### src/hw/rtl/wps_pkg.sv
package wps_pkg;

  localparam int TS_W     = 32;
  localparam int DEB_W    = 16;
  localparam int CIRC_W   = 24;
  localparam int THR_W    = 16;
  localparam int STALE_W  = 2;
  localparam int SPEED_W  = 24;
  localparam int KMH_W    = 23;

  localparam int CFG_IDX_W  = 8;
  localparam int CFG_DATA_W = 24;

  // serial divider for circumference / period
  localparam int DIV_W     = CIRC_W;
  localparam int DIV_CNT_W = 5;

  localparam logic [3:0]      KMH_MULT    = 4'd9;
  localparam logic [TS_W-1:0] KMH_DIVISOR = 32'd25;

  // speed*9/25 as speed*ceil(9*2^29/25) >> 29, exact for any 24-bit speed
  localparam int                    KMH_RECIP_W = 28;
  localparam logic [KMH_RECIP_W-1:0] KMH_RECIP  = 28'd193273529;
  localparam int                    KMH_SHIFT   = 29;
  localparam int                    KMH_PROD_W  = SPEED_W + KMH_RECIP_W;

  localparam logic [DEB_W-1:0]   DEBOUNCE_RST = 16'd100;
  localparam logic [CIRC_W-1:0]  CIRC_RST     = 24'd1953000;
  localparam logic [THR_W-1:0]   THR_RST      = 16'd2;
  localparam logic [STALE_W-1:0] STALE_RST    = 2'd2;

  localparam logic [CFG_IDX_W-1:0] REG_DEBOUNCE = 8'd0;
  localparam logic [CFG_IDX_W-1:0] REG_CIRC     = 8'd1;
  localparam logic [CFG_IDX_W-1:0] REG_THR      = 8'd2;
  localparam logic [CFG_IDX_W-1:0] REG_STALE    = 8'd3;

  typedef struct packed {
    logic edge_en;     // sensor edge word accepted
    logic div_start;
    logic spd_load;
    logic kmh_load;
    logic stale_step;
    logic avg_step;
    logic out_load;
  } cmd_t;

  typedef struct packed {
    logic period_changed;
    logic div_done;
  } status_t;

endpackage

### src/hw/rtl/wps_in_if.sv
interface wps_in_if;
  import wps_pkg::*;
  logic            valid;
  logic            ready;
  logic            req_type;
  logic [TS_W-1:0] timestamp_ms;
  modport source (output valid, req_type, timestamp_ms, input ready);
  modport sink   (input valid, req_type, timestamp_ms, output ready);
endinterface

### src/hw/rtl/wps_out_if.sv
interface wps_out_if;
  import wps_pkg::*;
  logic               valid;
  logic               ready;
  logic [SPEED_W-1:0] speed_um_per_ms;
  logic [KMH_W-1:0]   speed_centi_kmh;
  logic [KMH_W-1:0]   average_centi_kmh;
  logic [TS_W-1:0]    period_ms;
  modport source (output valid, speed_um_per_ms, speed_centi_kmh, average_centi_kmh,
                  period_ms, input ready);
  modport sink   (input valid, speed_um_per_ms, speed_centi_kmh, average_centi_kmh,
                  period_ms, output ready);
endinterface

### src/hw/rtl/wps_cfg_if.sv
interface wps_cfg_if;
  import wps_pkg::*;
  logic                  valid;
  logic                  ready;
  logic [CFG_IDX_W-1:0]  index;
  logic [CFG_DATA_W-1:0] data;
  modport source (output valid, index, data, input ready);
  modport sink   (input valid, index, data, output ready);
endinterface

### src/hw/rtl/wps_div.sv
module wps_div (
  input  logic                      clk,
  input  logic                      rst_n,
  input  logic                      start,
  input  logic [wps_pkg::DIV_W-1:0] dividend,
  input  logic [wps_pkg::TS_W-1:0]  divisor,
  output logic                      done,
  output logic [wps_pkg::DIV_W-1:0] quotient
);
  import wps_pkg::*;

  localparam logic [DIV_CNT_W-1:0] LAST_STEP = DIV_CNT_W'(DIV_W - 1);

  logic                 busy_r;
  logic                 done_r;
  logic [DIV_CNT_W-1:0] cnt_r;
  logic [DIV_W-1:0]     q_r;
  logic [TS_W-1:0]      rem_r;
  logic [TS_W-1:0]      dvs_r;

  logic [TS_W:0]   rem_sh;
  logic [TS_W:0]   diff;
  logic            take;
  logic [TS_W-1:0] rem_nxt;

  // restoring division, one quotient bit per cycle; a zero divisor gives all ones
  always_comb begin
    rem_sh  = {rem_r, q_r[DIV_W-1]};
    diff    = rem_sh - {1'b0, dvs_r};
    take    = (rem_sh >= {1'b0, dvs_r});
    rem_nxt = take ? diff[TS_W-1:0] : rem_sh[TS_W-1:0];
  end

  always_ff @(posedge clk) begin
    if (!rst_n) begin
      busy_r <= 1'b0;
      done_r <= 1'b0;
      cnt_r  <= '0;
    end else begin
      done_r <= 1'b0;
      if (start) begin
        busy_r <= 1'b1;
        cnt_r  <= '0;
        q_r    <= dividend;
        rem_r  <= '0;
        dvs_r  <= divisor;
      end else if (busy_r) begin
        rem_r <= rem_nxt;
        q_r   <= {q_r[DIV_W-2:0], take};
        cnt_r <= cnt_r + 1'b1;
        if (cnt_r == LAST_STEP) begin
          busy_r <= 1'b0;
          done_r <= 1'b1;
        end
      end
    end
  end

  assign done     = done_r;
  assign quotient = q_r;

endmodule

### src/hw/rtl/wps_dp.sv
module wps_dp (
  input  logic                           clk,
  input  logic                           rst_n,
  input  logic [wps_pkg::TS_W-1:0]       in_timestamp,
  input  logic                           cfg_we,
  input  logic [wps_pkg::CFG_IDX_W-1:0]  cfg_index,
  input  logic [wps_pkg::CFG_DATA_W-1:0] cfg_data,
  input  wps_pkg::cmd_t                  cmd,
  output wps_pkg::status_t               status,
  output logic [wps_pkg::SPEED_W-1:0]    out_speed,
  output logic [wps_pkg::KMH_W-1:0]      out_kmh,
  output logic [wps_pkg::KMH_W-1:0]      out_avg,
  output logic [wps_pkg::TS_W-1:0]       out_period
);
  import wps_pkg::*;

  logic [DEB_W-1:0]   debounce_r;
  logic [CIRC_W-1:0]  circ_r;
  logic [THR_W-1:0]   thr_r;
  logic [STALE_W-1:0] stale_limit_r;

  logic [TS_W-1:0]    last_edge_r;
  logic [TS_W-1:0]    period_r;
  logic [TS_W-1:0]    prev_period_r;
  logic [STALE_W-1:0] stale_cnt_r;
  logic [SPEED_W-1:0] speed_r;
  logic [KMH_W-1:0]   kmh_r;
  logic [KMH_W-1:0]   avg_r;

  logic [SPEED_W-1:0] out_speed_r;
  logic [KMH_W-1:0]   out_kmh_r;
  logic [KMH_W-1:0]   out_avg_r;
  logic [TS_W-1:0]    out_period_r;

  logic [TS_W-1:0]       delta;
  logic [DIV_W-1:0]      div_dvd;
  logic [TS_W-1:0]       div_dvs;
  logic [DIV_W-1:0]      div_q;
  logic                  div_done;
  logic [KMH_PROD_W-1:0] kmh_prod;
  logic [KMH_W:0]        avg_sum;
  logic [KMH_W-1:0]      avg_nxt;

  always_ff @(posedge clk) begin
    if (!rst_n) begin
      debounce_r    <= DEBOUNCE_RST;
      circ_r        <= CIRC_RST;
      thr_r         <= THR_RST;
      stale_limit_r <= STALE_RST;
    end else if (cfg_we) begin
      case (cfg_index)
        REG_DEBOUNCE: debounce_r    <= cfg_data[DEB_W-1:0];
        REG_CIRC:     circ_r        <= cfg_data[CIRC_W-1:0];
        REG_THR:      thr_r         <= cfg_data[THR_W-1:0];
        REG_STALE:    stale_limit_r <= cfg_data[STALE_W-1:0];
        default: ;
      endcase
    end
  end

  assign div_dvd = DIV_W'(circ_r);
  assign div_dvs = period_r;

  wps_div u_div (
    .clk      (clk),
    .rst_n    (rst_n),
    .start    (cmd.div_start),
    .dividend (div_dvd),
    .divisor  (div_dvs),
    .done     (div_done),
    .quotient (div_q)
  );

  // km/h from the registered speed by reciprocal multiply
  assign kmh_prod = KMH_PROD_W'(speed_r) * KMH_PROD_W'(KMH_RECIP);

  assign delta   = in_timestamp - last_edge_r;
  assign avg_sum = {1'b0, avg_r} + {1'b0, kmh_r};
  assign avg_nxt = avg_sum[KMH_W:1];

  always_ff @(posedge clk) begin
    if (!rst_n) begin
      last_edge_r   <= '0;
      period_r      <= '0;
      prev_period_r <= '0;
      stale_cnt_r   <= '0;
      speed_r       <= '0;
      kmh_r         <= '0;
      avg_r         <= '0;
    end else begin
      if (cmd.edge_en && (delta >= TS_W'(debounce_r))) begin
        period_r    <= delta;
        last_edge_r <= in_timestamp;
      end
      if (cmd.spd_load) begin
        speed_r <= div_q[SPEED_W-1:0];
      end
      if (cmd.kmh_load) begin
        kmh_r         <= kmh_prod[KMH_SHIFT +: KMH_W];
        prev_period_r <= period_r;
      end
      if (cmd.stale_step) begin
        if (stale_cnt_r >= stale_limit_r) begin
          speed_r     <= '0;
          kmh_r       <= '0;
          stale_cnt_r <= '0;
        end else begin
          stale_cnt_r <= stale_cnt_r + 1'b1;
        end
      end
      if (cmd.avg_step && (speed_r > SPEED_W'(thr_r))) begin
        avg_r <= avg_nxt;
      end
    end
  end

  always_ff @(posedge clk) begin
    if (cmd.out_load) begin
      out_speed_r  <= speed_r;
      out_kmh_r    <= kmh_r;
      out_avg_r    <= avg_r;
      out_period_r <= period_r;
    end
  end

  assign status.period_changed = (period_r != prev_period_r);
  assign status.div_done       = div_done;

  assign out_speed  = out_speed_r;
  assign out_kmh    = out_kmh_r;
  assign out_avg    = out_avg_r;
  assign out_period = out_period_r;

endmodule

### src/hw/rtl/wps_ctrl.sv
module wps_ctrl (
  input  logic             clk,
  input  logic             rst_n,
  input  logic             in_valid,
  input  logic             in_req_type,
  output logic             in_ready,
  output logic             out_valid,
  input  logic             out_ready,
  input  wps_pkg::status_t status,
  output wps_pkg::cmd_t    cmd
);
  import wps_pkg::*;

  typedef enum logic [4:0] {
    ST_IDLE = 5'b00001,
    ST_SPD  = 5'b00010,
    ST_KMH  = 5'b00100,
    ST_AVG  = 5'b01000,
    ST_OUT  = 5'b10000
  } state_t;

  state_t state_r, state_nxt;
  logic   out_valid_r, out_valid_nxt;
  logic   in_acc;

  assign in_ready = (state_r == ST_IDLE);
  assign in_acc   = in_valid && in_ready;

  always_comb begin
    state_nxt = state_r;
    cmd       = '0;
    case (state_r)
      ST_IDLE: begin
        if (in_acc) begin
          if (!in_req_type) begin
            cmd.edge_en = 1'b1;
          end else if (status.period_changed) begin
            cmd.div_start = 1'b1;
            state_nxt     = ST_SPD;
          end else begin
            cmd.stale_step = 1'b1;
            state_nxt      = ST_AVG;
          end
        end
      end
      ST_SPD: begin
        if (status.div_done) begin
          cmd.spd_load = 1'b1;
          state_nxt    = ST_KMH;
        end
      end
      ST_KMH: begin
        // speed register holds the new quotient here
        cmd.kmh_load = 1'b1;
        state_nxt    = ST_AVG;
      end
      ST_AVG: begin
        cmd.avg_step = 1'b1;
        state_nxt    = ST_OUT;
      end
      ST_OUT: begin
        // wait for the output register to free up
        if (!out_valid_r || out_ready) begin
          cmd.out_load = 1'b1;
          state_nxt    = ST_IDLE;
        end
      end
      default: state_nxt = ST_IDLE;
    endcase
  end

  assign out_valid_nxt = cmd.out_load || (out_valid_r && !out_ready);

  always_ff @(posedge clk) begin
    if (!rst_n) begin
      state_r     <= ST_IDLE;
      out_valid_r <= 1'b0;
    end else begin
      state_r     <= state_nxt;
      out_valid_r <= out_valid_nxt;
    end
  end

  assign out_valid = out_valid_r;

endmodule

### src/hw/rtl/wheel_period_speedometer.sv
// Wheel speedometer from sensor-edge timing.
// in_ch: words of req_type (0 = sensor edge, 1 = speed update request) and a
// millisecond timestamp. Edges update the rotation period and give no result;
// every update request gives exactly one word on out_ch (speed in um/ms, speed
// and running average in 0.01 km/h, last period in ms).
// cfg_ch: register writes (0 debounce, 1 circumference, 2 average threshold,
// 3 stale limit); always ready, to be written only while the block is idle.
// One word is in work at a time. An edge is handled without leaving the idle
// state. An update with an unchanged period passes through the average and
// output states; one with a changed period first runs the 24-step serial
// divider (circumference / period) and a constant multiply for km/h. The next
// word is taken only once the result is loaded into the output register.
// Results sit in an output register: while out_ch stalls, edges are still
// taken, and a following update finishes its work and then waits in place.
// Reset (synchronous, active low) loads the register defaults and clears all
// speed state; no clearing pass is needed.
module wheel_period_speedometer (
  input logic   clk,
  input logic   rst_n,
  wps_in_if.sink    in_ch,
  wps_out_if.source out_ch,
  wps_cfg_if.sink   cfg_ch
);
  import wps_pkg::*;

  cmd_t    cmd;
  status_t status;
  logic    cfg_we;

  assign cfg_ch.ready = 1'b1;
  assign cfg_we       = cfg_ch.valid && cfg_ch.ready;

  wps_ctrl u_ctrl (
    .clk         (clk),
    .rst_n       (rst_n),
    .in_valid    (in_ch.valid),
    .in_req_type (in_ch.req_type),
    .in_ready    (in_ch.ready),
    .out_valid   (out_ch.valid),
    .out_ready   (out_ch.ready),
    .status      (status),
    .cmd         (cmd)
  );

  wps_dp u_dp (
    .clk          (clk),
    .rst_n        (rst_n),
    .in_timestamp (in_ch.timestamp_ms),
    .cfg_we       (cfg_we),
    .cfg_index    (cfg_ch.index),
    .cfg_data     (cfg_ch.data),
    .cmd          (cmd),
    .status       (status),
    .out_speed    (out_ch.speed_um_per_ms),
    .out_kmh      (out_ch.speed_centi_kmh),
    .out_avg      (out_ch.average_centi_kmh),
    .out_period   (out_ch.period_ms)
  );

endmodule

### src/flat_wrapper.sv
// flat-port wrapper written by rule: the top's interface ports become plain ports
module wheel_period_speedometer_flat import wps_pkg::*;
  (clk, rst_n, in_ch_valid, in_ch_req_type, in_ch_timestamp_ms, in_ch_ready, out_ch_valid, out_ch_speed_um_per_ms, out_ch_speed_centi_kmh, out_ch_average_centi_kmh, out_ch_period_ms, out_ch_ready, cfg_ch_valid, cfg_ch_index, cfg_ch_data, cfg_ch_ready);
  wps_in_if in_ch_i ();
  wps_out_if out_ch_i ();
  wps_cfg_if cfg_ch_i ();
  input logic clk;
  input logic rst_n;
  input wire logic [$bits(in_ch_i.valid)-1:0] in_ch_valid;
  input wire logic [$bits(in_ch_i.req_type)-1:0] in_ch_req_type;
  input wire logic [$bits(in_ch_i.timestamp_ms)-1:0] in_ch_timestamp_ms;
  output wire logic [$bits(in_ch_i.ready)-1:0] in_ch_ready;
  output wire logic [$bits(out_ch_i.valid)-1:0] out_ch_valid;
  output wire logic [$bits(out_ch_i.speed_um_per_ms)-1:0] out_ch_speed_um_per_ms;
  output wire logic [$bits(out_ch_i.speed_centi_kmh)-1:0] out_ch_speed_centi_kmh;
  output wire logic [$bits(out_ch_i.average_centi_kmh)-1:0] out_ch_average_centi_kmh;
  output wire logic [$bits(out_ch_i.period_ms)-1:0] out_ch_period_ms;
  input wire logic [$bits(out_ch_i.ready)-1:0] out_ch_ready;
  input wire logic [$bits(cfg_ch_i.valid)-1:0] cfg_ch_valid;
  input wire logic [$bits(cfg_ch_i.index)-1:0] cfg_ch_index;
  input wire logic [$bits(cfg_ch_i.data)-1:0] cfg_ch_data;
  output wire logic [$bits(cfg_ch_i.ready)-1:0] cfg_ch_ready;
  assign in_ch_i.valid = in_ch_valid;
  assign in_ch_i.req_type = in_ch_req_type;
  assign in_ch_i.timestamp_ms = in_ch_timestamp_ms;
  assign in_ch_ready = in_ch_i.ready;
  assign out_ch_valid = out_ch_i.valid;
  assign out_ch_speed_um_per_ms = out_ch_i.speed_um_per_ms;
  assign out_ch_speed_centi_kmh = out_ch_i.speed_centi_kmh;
  assign out_ch_average_centi_kmh = out_ch_i.average_centi_kmh;
  assign out_ch_period_ms = out_ch_i.period_ms;
  assign out_ch_i.ready = out_ch_ready;
  assign cfg_ch_i.valid = cfg_ch_valid;
  assign cfg_ch_i.index = cfg_ch_index;
  assign cfg_ch_i.data = cfg_ch_data;
  assign cfg_ch_ready = cfg_ch_i.ready;
  wheel_period_speedometer u_core (.clk(clk), .rst_n(rst_n), .in_ch(in_ch_i), .out_ch(out_ch_i), .cfg_ch(cfg_ch_i));
endmodule
### config.mk
export PLATFORM = sky130hd
export DESIGN_NAME = wheel_period_speedometer_flat
export DESIGN_NICKNAME = d
export VERILOG_FILES = /design/src/hw/rtl/wps_pkg.sv /design/src/hw/rtl/wps_in_if.sv /design/src/hw/rtl/wps_out_if.sv /design/src/hw/rtl/wps_cfg_if.sv /design/src/hw/rtl/wps_div.sv /design/src/hw/rtl/wps_dp.sv /design/src/hw/rtl/wps_ctrl.sv /design/src/hw/rtl/wheel_period_speedometer.sv /design/src/flat_wrapper.sv
export SDC_FILE = /design/constraint.sdc
export NUM_CORES = 2
export LEC_CHECK = 0
export BUFFER_PORTS_ARGS = -buffer_cell sky130_fd_sc_hd__buf_4
export CORE_UTILIZATION = 37
export CTS_CLUSTER_DIAMETER = 40
export DETAILED_ROUTE_END_ITERATION = 16
export PLACE_DENSITY_LB_ADDON = 0.15
export REMOVE_ABC_BUFFERS = 1
export SYNTH_ARGS = -nofsm -noshare
export SYNTH_HDL_FRONTEND = slang
export SYNTH_SLANG_ARGS = --single-unit
### constraint.sdc
create_clock -name clk -period 17.85 [get_ports clk]
set_input_delay 1.785 -clock clk [delete_from_list [all_inputs] [get_ports clk]]
set_output_delay 1.785 -clock clk [all_outputs]
set_load 0.1 [all_outputs]
After elaboration in Yosys (flattened, before gate mapping). Index checks and enable logic that the tools add are counted.

$add $sub $neg: 5. $mul: 1. Order comparisons: 4. Equality and inequality tests: 14. Mux-type cells: 36. Bitwise logic cells: 2. Reduce and logical (&&, ||, !) cells: 19.

Operator list (count): 24-bit 2-to-1 mux (5); 23-bit 2-to-1 mux (3); 32-bit 2-to-1 mux (2); 32-bit subtractor (2); 24-bit by 28-bit multiplier with 52-bit output (second input constant) (1); 33-bit by 32-bit greater-or-equal comparator with 1-bit output (1); 32-bit by 16-bit greater-or-equal comparator with 1-bit output (1); 32-bit inequality test (1); 5-bit one-hot mux with 5 select lines (1); 23-bit by 23-bit adder with 24-bit output (1); 24-bit by 16-bit > comparator with 1-bit output (1); 5-bit 2-to-1 mux (4); 1-bit 2-to-1 mux (17); 8-bit by 2-bit equality test with 1-bit output (second input constant) (2); 2-bit AND reduction (6); 5-bit equality test (second input constant) (2); 8-bit by 1-bit equality test with 1-bit output (second input constant) (1); 8-bit logical NOT (1); 2-bit 2-to-1 mux (3); 5-bit by 1-bit adder with 5-bit output (second input constant) (1); 5-bit by 1-bit equality test with 1-bit output (second input constant) (1); 5-bit by 2-bit equality test with 1-bit output (second input constant) (1); 5-bit by 3-bit equality test with 1-bit output (second input constant) (1); 5-bit by 4-bit equality test with 1-bit output (second input constant) (1); other kinds (13) (21).

Register bits after elaboration: 429. Input bits: 70. Logic and storage cells: 104.

Longest topological paths before layout.
Depth after elaboration: 7. Mapped depth: 26. Gate-level depth less buffers: 26.

By module. From an unflattened synthesis, not the netlist that was laid out.

Cells, all modules: 3155. Area total of the unflattened synthesis: 31964.4 um^2.

Modules (own cells, without submodules): wps_dp (instances 1, cells an instance 2597, area an instance 25922.4 um^2); wps_div (instances 1, cells an instance 514, area an instance 5671.7 um^2); wps_ctrl (instances 1, cells an instance 42, area an instance 359.1 um^2); wheel_period_speedometer (instances 1, cells an instance 2, area an instance 11.3 um^2).

Worst setup path after synthesis. Ideal clock, no wire load.

Path type: input to register. Start: input port out_ch_ready. End: register u_core.u_dp.out_avg_r[0] (netlist: u_core.u_dp.out_avg[0]) (enable). Setup time: 574 ps. Arrival: 6429 ps. Path slack: 10847 ps. Stages on the path: 2. Path buffers: 0. Cells stage by stage: nand2b_1 nor2b_1.

RTL lines: from (decl) (RTL line flat_wrapper.sv:18) `input wire logic [$bits(out_ch_i.ready)-1:0] out_ch_ready;`; to (signal assigned) (RTL line wps_dp.sv:121) `out_avg_r <= avg_r;`; to (decl) (RTL line wps_dp.sv:32) `logic [KMH_W-1:0] out_avg_r;`.

Worst setup path after layout.
Start: register u_core.u_dp.speed_r[21]. End: register u_core.u_dp.kmh_r[7].

Word-level cells in the longest chain between the ends: 4.

RTL lines: from (decl) (RTL line wps_dp.sv:26) `logic [SPEED_W-1:0] speed_r;`; from (signal assigned) (RTL line wps_dp.sv:96) `speed_r <= div_q[SPEED_W-1:0];`; 24-bit by 28-bit multiplier with 52-bit output * (RTL line wps_dp.sv:75) `assign kmh_prod = KMH_PROD_W'(speed_r) * KMH_PROD_W'(KMH_RECIP);`; 23-bit 2-to-1 mux * (RTL line wps_dp.sv:98) `if (cmd.kmh_load) begin`; 23-bit 2-to-1 mux (RTL line wps_dp.sv:103) `if (stale_cnt_r >= stale_limit_r) begin`; 23-bit 2-to-1 mux * (RTL line wps_dp.sv:102) `if (cmd.stale_step) begin`; to (signal assigned) (RTL line wps_dp.sv:99) `kmh_r <= kmh_prod[KMH_SHIFT +: KMH_W];`; to (decl) (RTL line wps_dp.sv:27) `logic [KMH_W-1:0] kmh_r;`.

Every way passes the cells marked *; elsewhere a longest branch is shown, timed or not. A chain may end at the register's enable or synchronous reset.

==> results.sh <==
export IMPL_syn_area_per_cell_um2=9.80
export IMPL_start_util_pct=37.3
export IMPL_synth_edff_count=190
export IMPL_use_met1_pct=29.5
export IMPL_yosysWarningCount=0
export IMPL_report_final_slew_viol_count=0
export IMPL_period_share_pct=41.6
export IMPL_grtUsageTotal_pct=20.3
export IMPL_ys_async_sr_fraction_pct=0
export IMPL_clk_pin_slew_worst_paths_ps=50
export IMPL_use_met2_pct=31.2
export IMPL_pwr_share_clk_pct=43.0
export IMPL_hold_end="u_core.u_dp.circ_r[0]"
export IMPL_p_total_mw=3.65
export IMPL_tritoncts="done"
export IMPL_grt_pass1_wl_um=135000
export IMPL_whs_path_depth=2
export IMPL_vdd_ir_drop_max_mv=0.0775
export IMPL_io_pin_count=175
export IMPL_numPortBuffers=173
export IMPL_cts_root_buf="clkbuf_16"
export IMPL_ys_flop_type="dfxtp_1"
export IMPL_rsz0062_at_grt="no"
export IMPL_cts_buffer_depth=3
export IMPL_place_congestion=0.969
export IMPL_num_nets_final=4114
export IMPL_ff2ff_setup_slack_ps=10430
export IMPL_post_cts_buffers=0
export IMPL_p_comb_share_pct=23.4
export IMPL_cp_required_ps=18350
export IMPL_core_area_um2=85000
export IMPL_cts_sinks=429
export IMPL_fin_util_pct=43.7
export IMPL_drive_above_1_share_pct=11.7
export IMPL_post_route_min_period_ps=7420
export IMPL_dieHeight_um=295
export IMPL_wl_per_cell_um=18.6
export IMPL_critical_path_max_fanout=9
export IMPL_h_tree_depth=3
export IMPL_layout_commonest_cell="inv_1"
export IMPL_dieArea_um2=87000
export IMPL_min_delay_start="u_core.u_dp.circ_r[0]"
export IMPL_status="complete, no violations"
export IMPL_fmax_mhz=135
export IMPL_vias=22700
export IMPL_top_usage_layer="met2"
export IMPL_dp_slack_ps=10440
export IMPL_die_x_um=295
export IMPL_layout_common_cells="inv_1, nand2_1, ha_1"
export IMPL_ant_nets=0
export IMPL_worstSetupPathType="flip-flop to flip-flop"
export IMPL_synth_yosys_seq_area_share_pct=33.1
export IMPL_worst_r2r_path_depth=21
export IMPL_setup_slack_ps=10430
export IMPL_drc_errors=0
export IMPL_grt_util_met3_pct=3.57
export IMPL_rows=107
export IMPL_worst_pin_slew_ps=1180
export IMPL_switching_share_pct=32.5
export IMPL_powerDensity_nw_per_um2=98.1
export IMPL_worstHoldPathType="flip-flop to flip-flop"
export IMPL_p_int_mw=2.46
export IMPL_ys_types=84
export IMPL_antenna_found_initial=0
export IMPL_syn2layout_area_growth_pct=17.1
export IMPL_worstSetupEndpointType="flip-flop"
export IMPL_grt_max_degree=76
export IMPL_p_leak_nw=17.1
export IMPL_dr_pass1_iters=5
export IMPL_rr_startpoint="u_core.u_dp.speed_r[21]"
export IMPL_ctsResizeCount=0
export IMPL_ys_seq_elements=429
export IMPL_cts_buffers=82
export IMPL_netlist_area_um2=31700
export IMPL_slew_headroom_pct=21.2
export IMPL_p_sw_mw=1.19
export IMPL_place_hpwl_um=68700
export IMPL_detail_route_wirelength_um=86500
export IMPL_cp_start_kind="flip-flop"
export IMPL_clk_latency_ps=630
export IMPL_seq_power_share_pct=33.6
export IMPL_setup_violations=0
export IMPL_rr_endpoint="u_core.u_dp.kmh_r[7]"
export IMPL_ctsHoldBuffers=0
export IMPL_maxCapViolations=0
export IMPL_critPathArrivalTime_ps=7930
export IMPL_via_per_inst=4.89
export IMPL_syn_inst=3240
export IMPL_overflow=0
export IMPL_grt_pass1_vias=23000
export IMPL_setup_tns_ps=0
export IMPL_fin_skew_ps=38.9
export IMPL_drt_iter0_markers=1180
export IMPL_hold_violations=0
==> per-layer routing <==
layer / wire length (um) / part of all wire [%] / up-vias
li1: - / - / 11300
met1: 43300 / 50 / 10800
met2: 37200 / 43 / 491
met3: 4300 / 5.0 / 98
met4: 1660 / 1.9 / 0
met5: 0 / 0 / -
==> logic make-up (layout without fill, tap and decap cells) <==
logic type               count (synthesis)  after routing  share of synthesized area [%]
AND/OR/NAND/NOR                        820            820                           11.5
buffers and inverters                  608            870                           7.39
AO/OA/AOI/OAI                          491            491                           9.94
adder cells (fa/ha/maj)                611            611                           29.6
other                                    1              2                         0.0118
flip-flops                             429            429                           33.1
XOR/XNOR                               128            128                           3.53
multiplexers                           152            152                           4.90
==> worst max-delay path by stage <==
stage                                       start                     end  slack [ps]  cells after the start
after CTS                  u_core.u_dp.speed_r[3]   u_core.u_dp.kmh_r[22]       10360                     22
after global placement     u_core.u_dp.speed_r[8]   u_core.u_dp.kmh_r[22]       10500                     22
final                     u_core.u_dp.speed_r[21]    u_core.u_dp.kmh_r[7]       10430                     21
after detailed placement   u_core.u_dp.speed_r[8]   u_core.u_dp.kmh_r[22]       10440                     22
after floorplan             in_ch_timestamp_ms[0]  u_core.u_dp.div_dvs[0]        8010                     17
after global routing      u_core.u_dp.speed_r[18]   u_core.u_dp.kmh_r[16]        9900                     24
==> power groups by stage <==
stage,Combinational (mW),Clock [mW],Sequential [mW]
after global routing,0.942,1.65,1.23
after detailed placement,0.857,0,1.24
final,0.854,1.57,1.22
after floorplan,0.550,0,1.33
after global placement,0.855,0,1.24
after CTS,0.861,1.61,1.22
==> synthesized netlist by cell type, types with 25 or more instances <==
cell type	count	area [um2]
edfxtp_1	190	5710
xnor2_1	80	701
xor2_1	48	420
ha_1	376	4700
o21ai_0	61	305
inv_1	518	1940
nor3_1	31	155
nor2_1	156	586
dfxtp_1	239	4780
nand2_1	416	1560
fa_1	235	4700
mux2_2	25	282
nand4_1	31	194
a21o_1	57	428
mux2i_1	126	1260
a21oi_1	201	1010
nand3_1	57	285
clkbuf_1	62	233
==> final cells by class <==
cell class,count,area (um2)
fill,8309,47800
antenna,1,2.50
multi-input combinational,2203,19000
clock buffer,96,2240
timing repair buffer,198,1490
sequential,429,10500
tap,1144,1430
clock inverter,57,614
inverter,519,1950
==> flip-flops by register name (all words and copies together) (netlist names), 32 cells and up <==
register and cells:
u_core.u_dp.u_div.rem_r 32, u_core.u_dp.out_period 32, u_core.u_dp.last_edge_r 32, u_core.u_dp.u_div.dvs_r 32, u_core.u_dp.div_dvs 32, u_core.u_dp.prev_period_r 32
==> per-stage QoR <==
stage / cells / hold WS [ps] / instance area [um2]
2_1_floorplan: 3151 / 428 / 31300
3_3_place_gp: 4493 / 440 / 34300
3_5_place_dp: 4493 / 443 / 34300
4_1_cts: 4646 / 451 / 37200
5_1_grt: 4646 / 461 / 37200
6_report: 4647 / 449 / 37200
==> critical path: stages, from the launching register on <==
cell and delay [ps]:
dfxtp_1 430, fa_1 680, inv_1 80, fa_1 500, inv_1 90, fa_1 530
fa_1 550, fa_1 550, inv_1 60, fa_1 500, fa_1 540, inv_1 40
ha_1 320, nand3_1 120, or2_2 300, a2111oi_0 620, o22ai_1 260, o21ai_0 340
a21o_1 230, a41o_1 230, nor3_1 60, a211o_1 240
No activity file was read; power rests on OpenSTA's default activity.
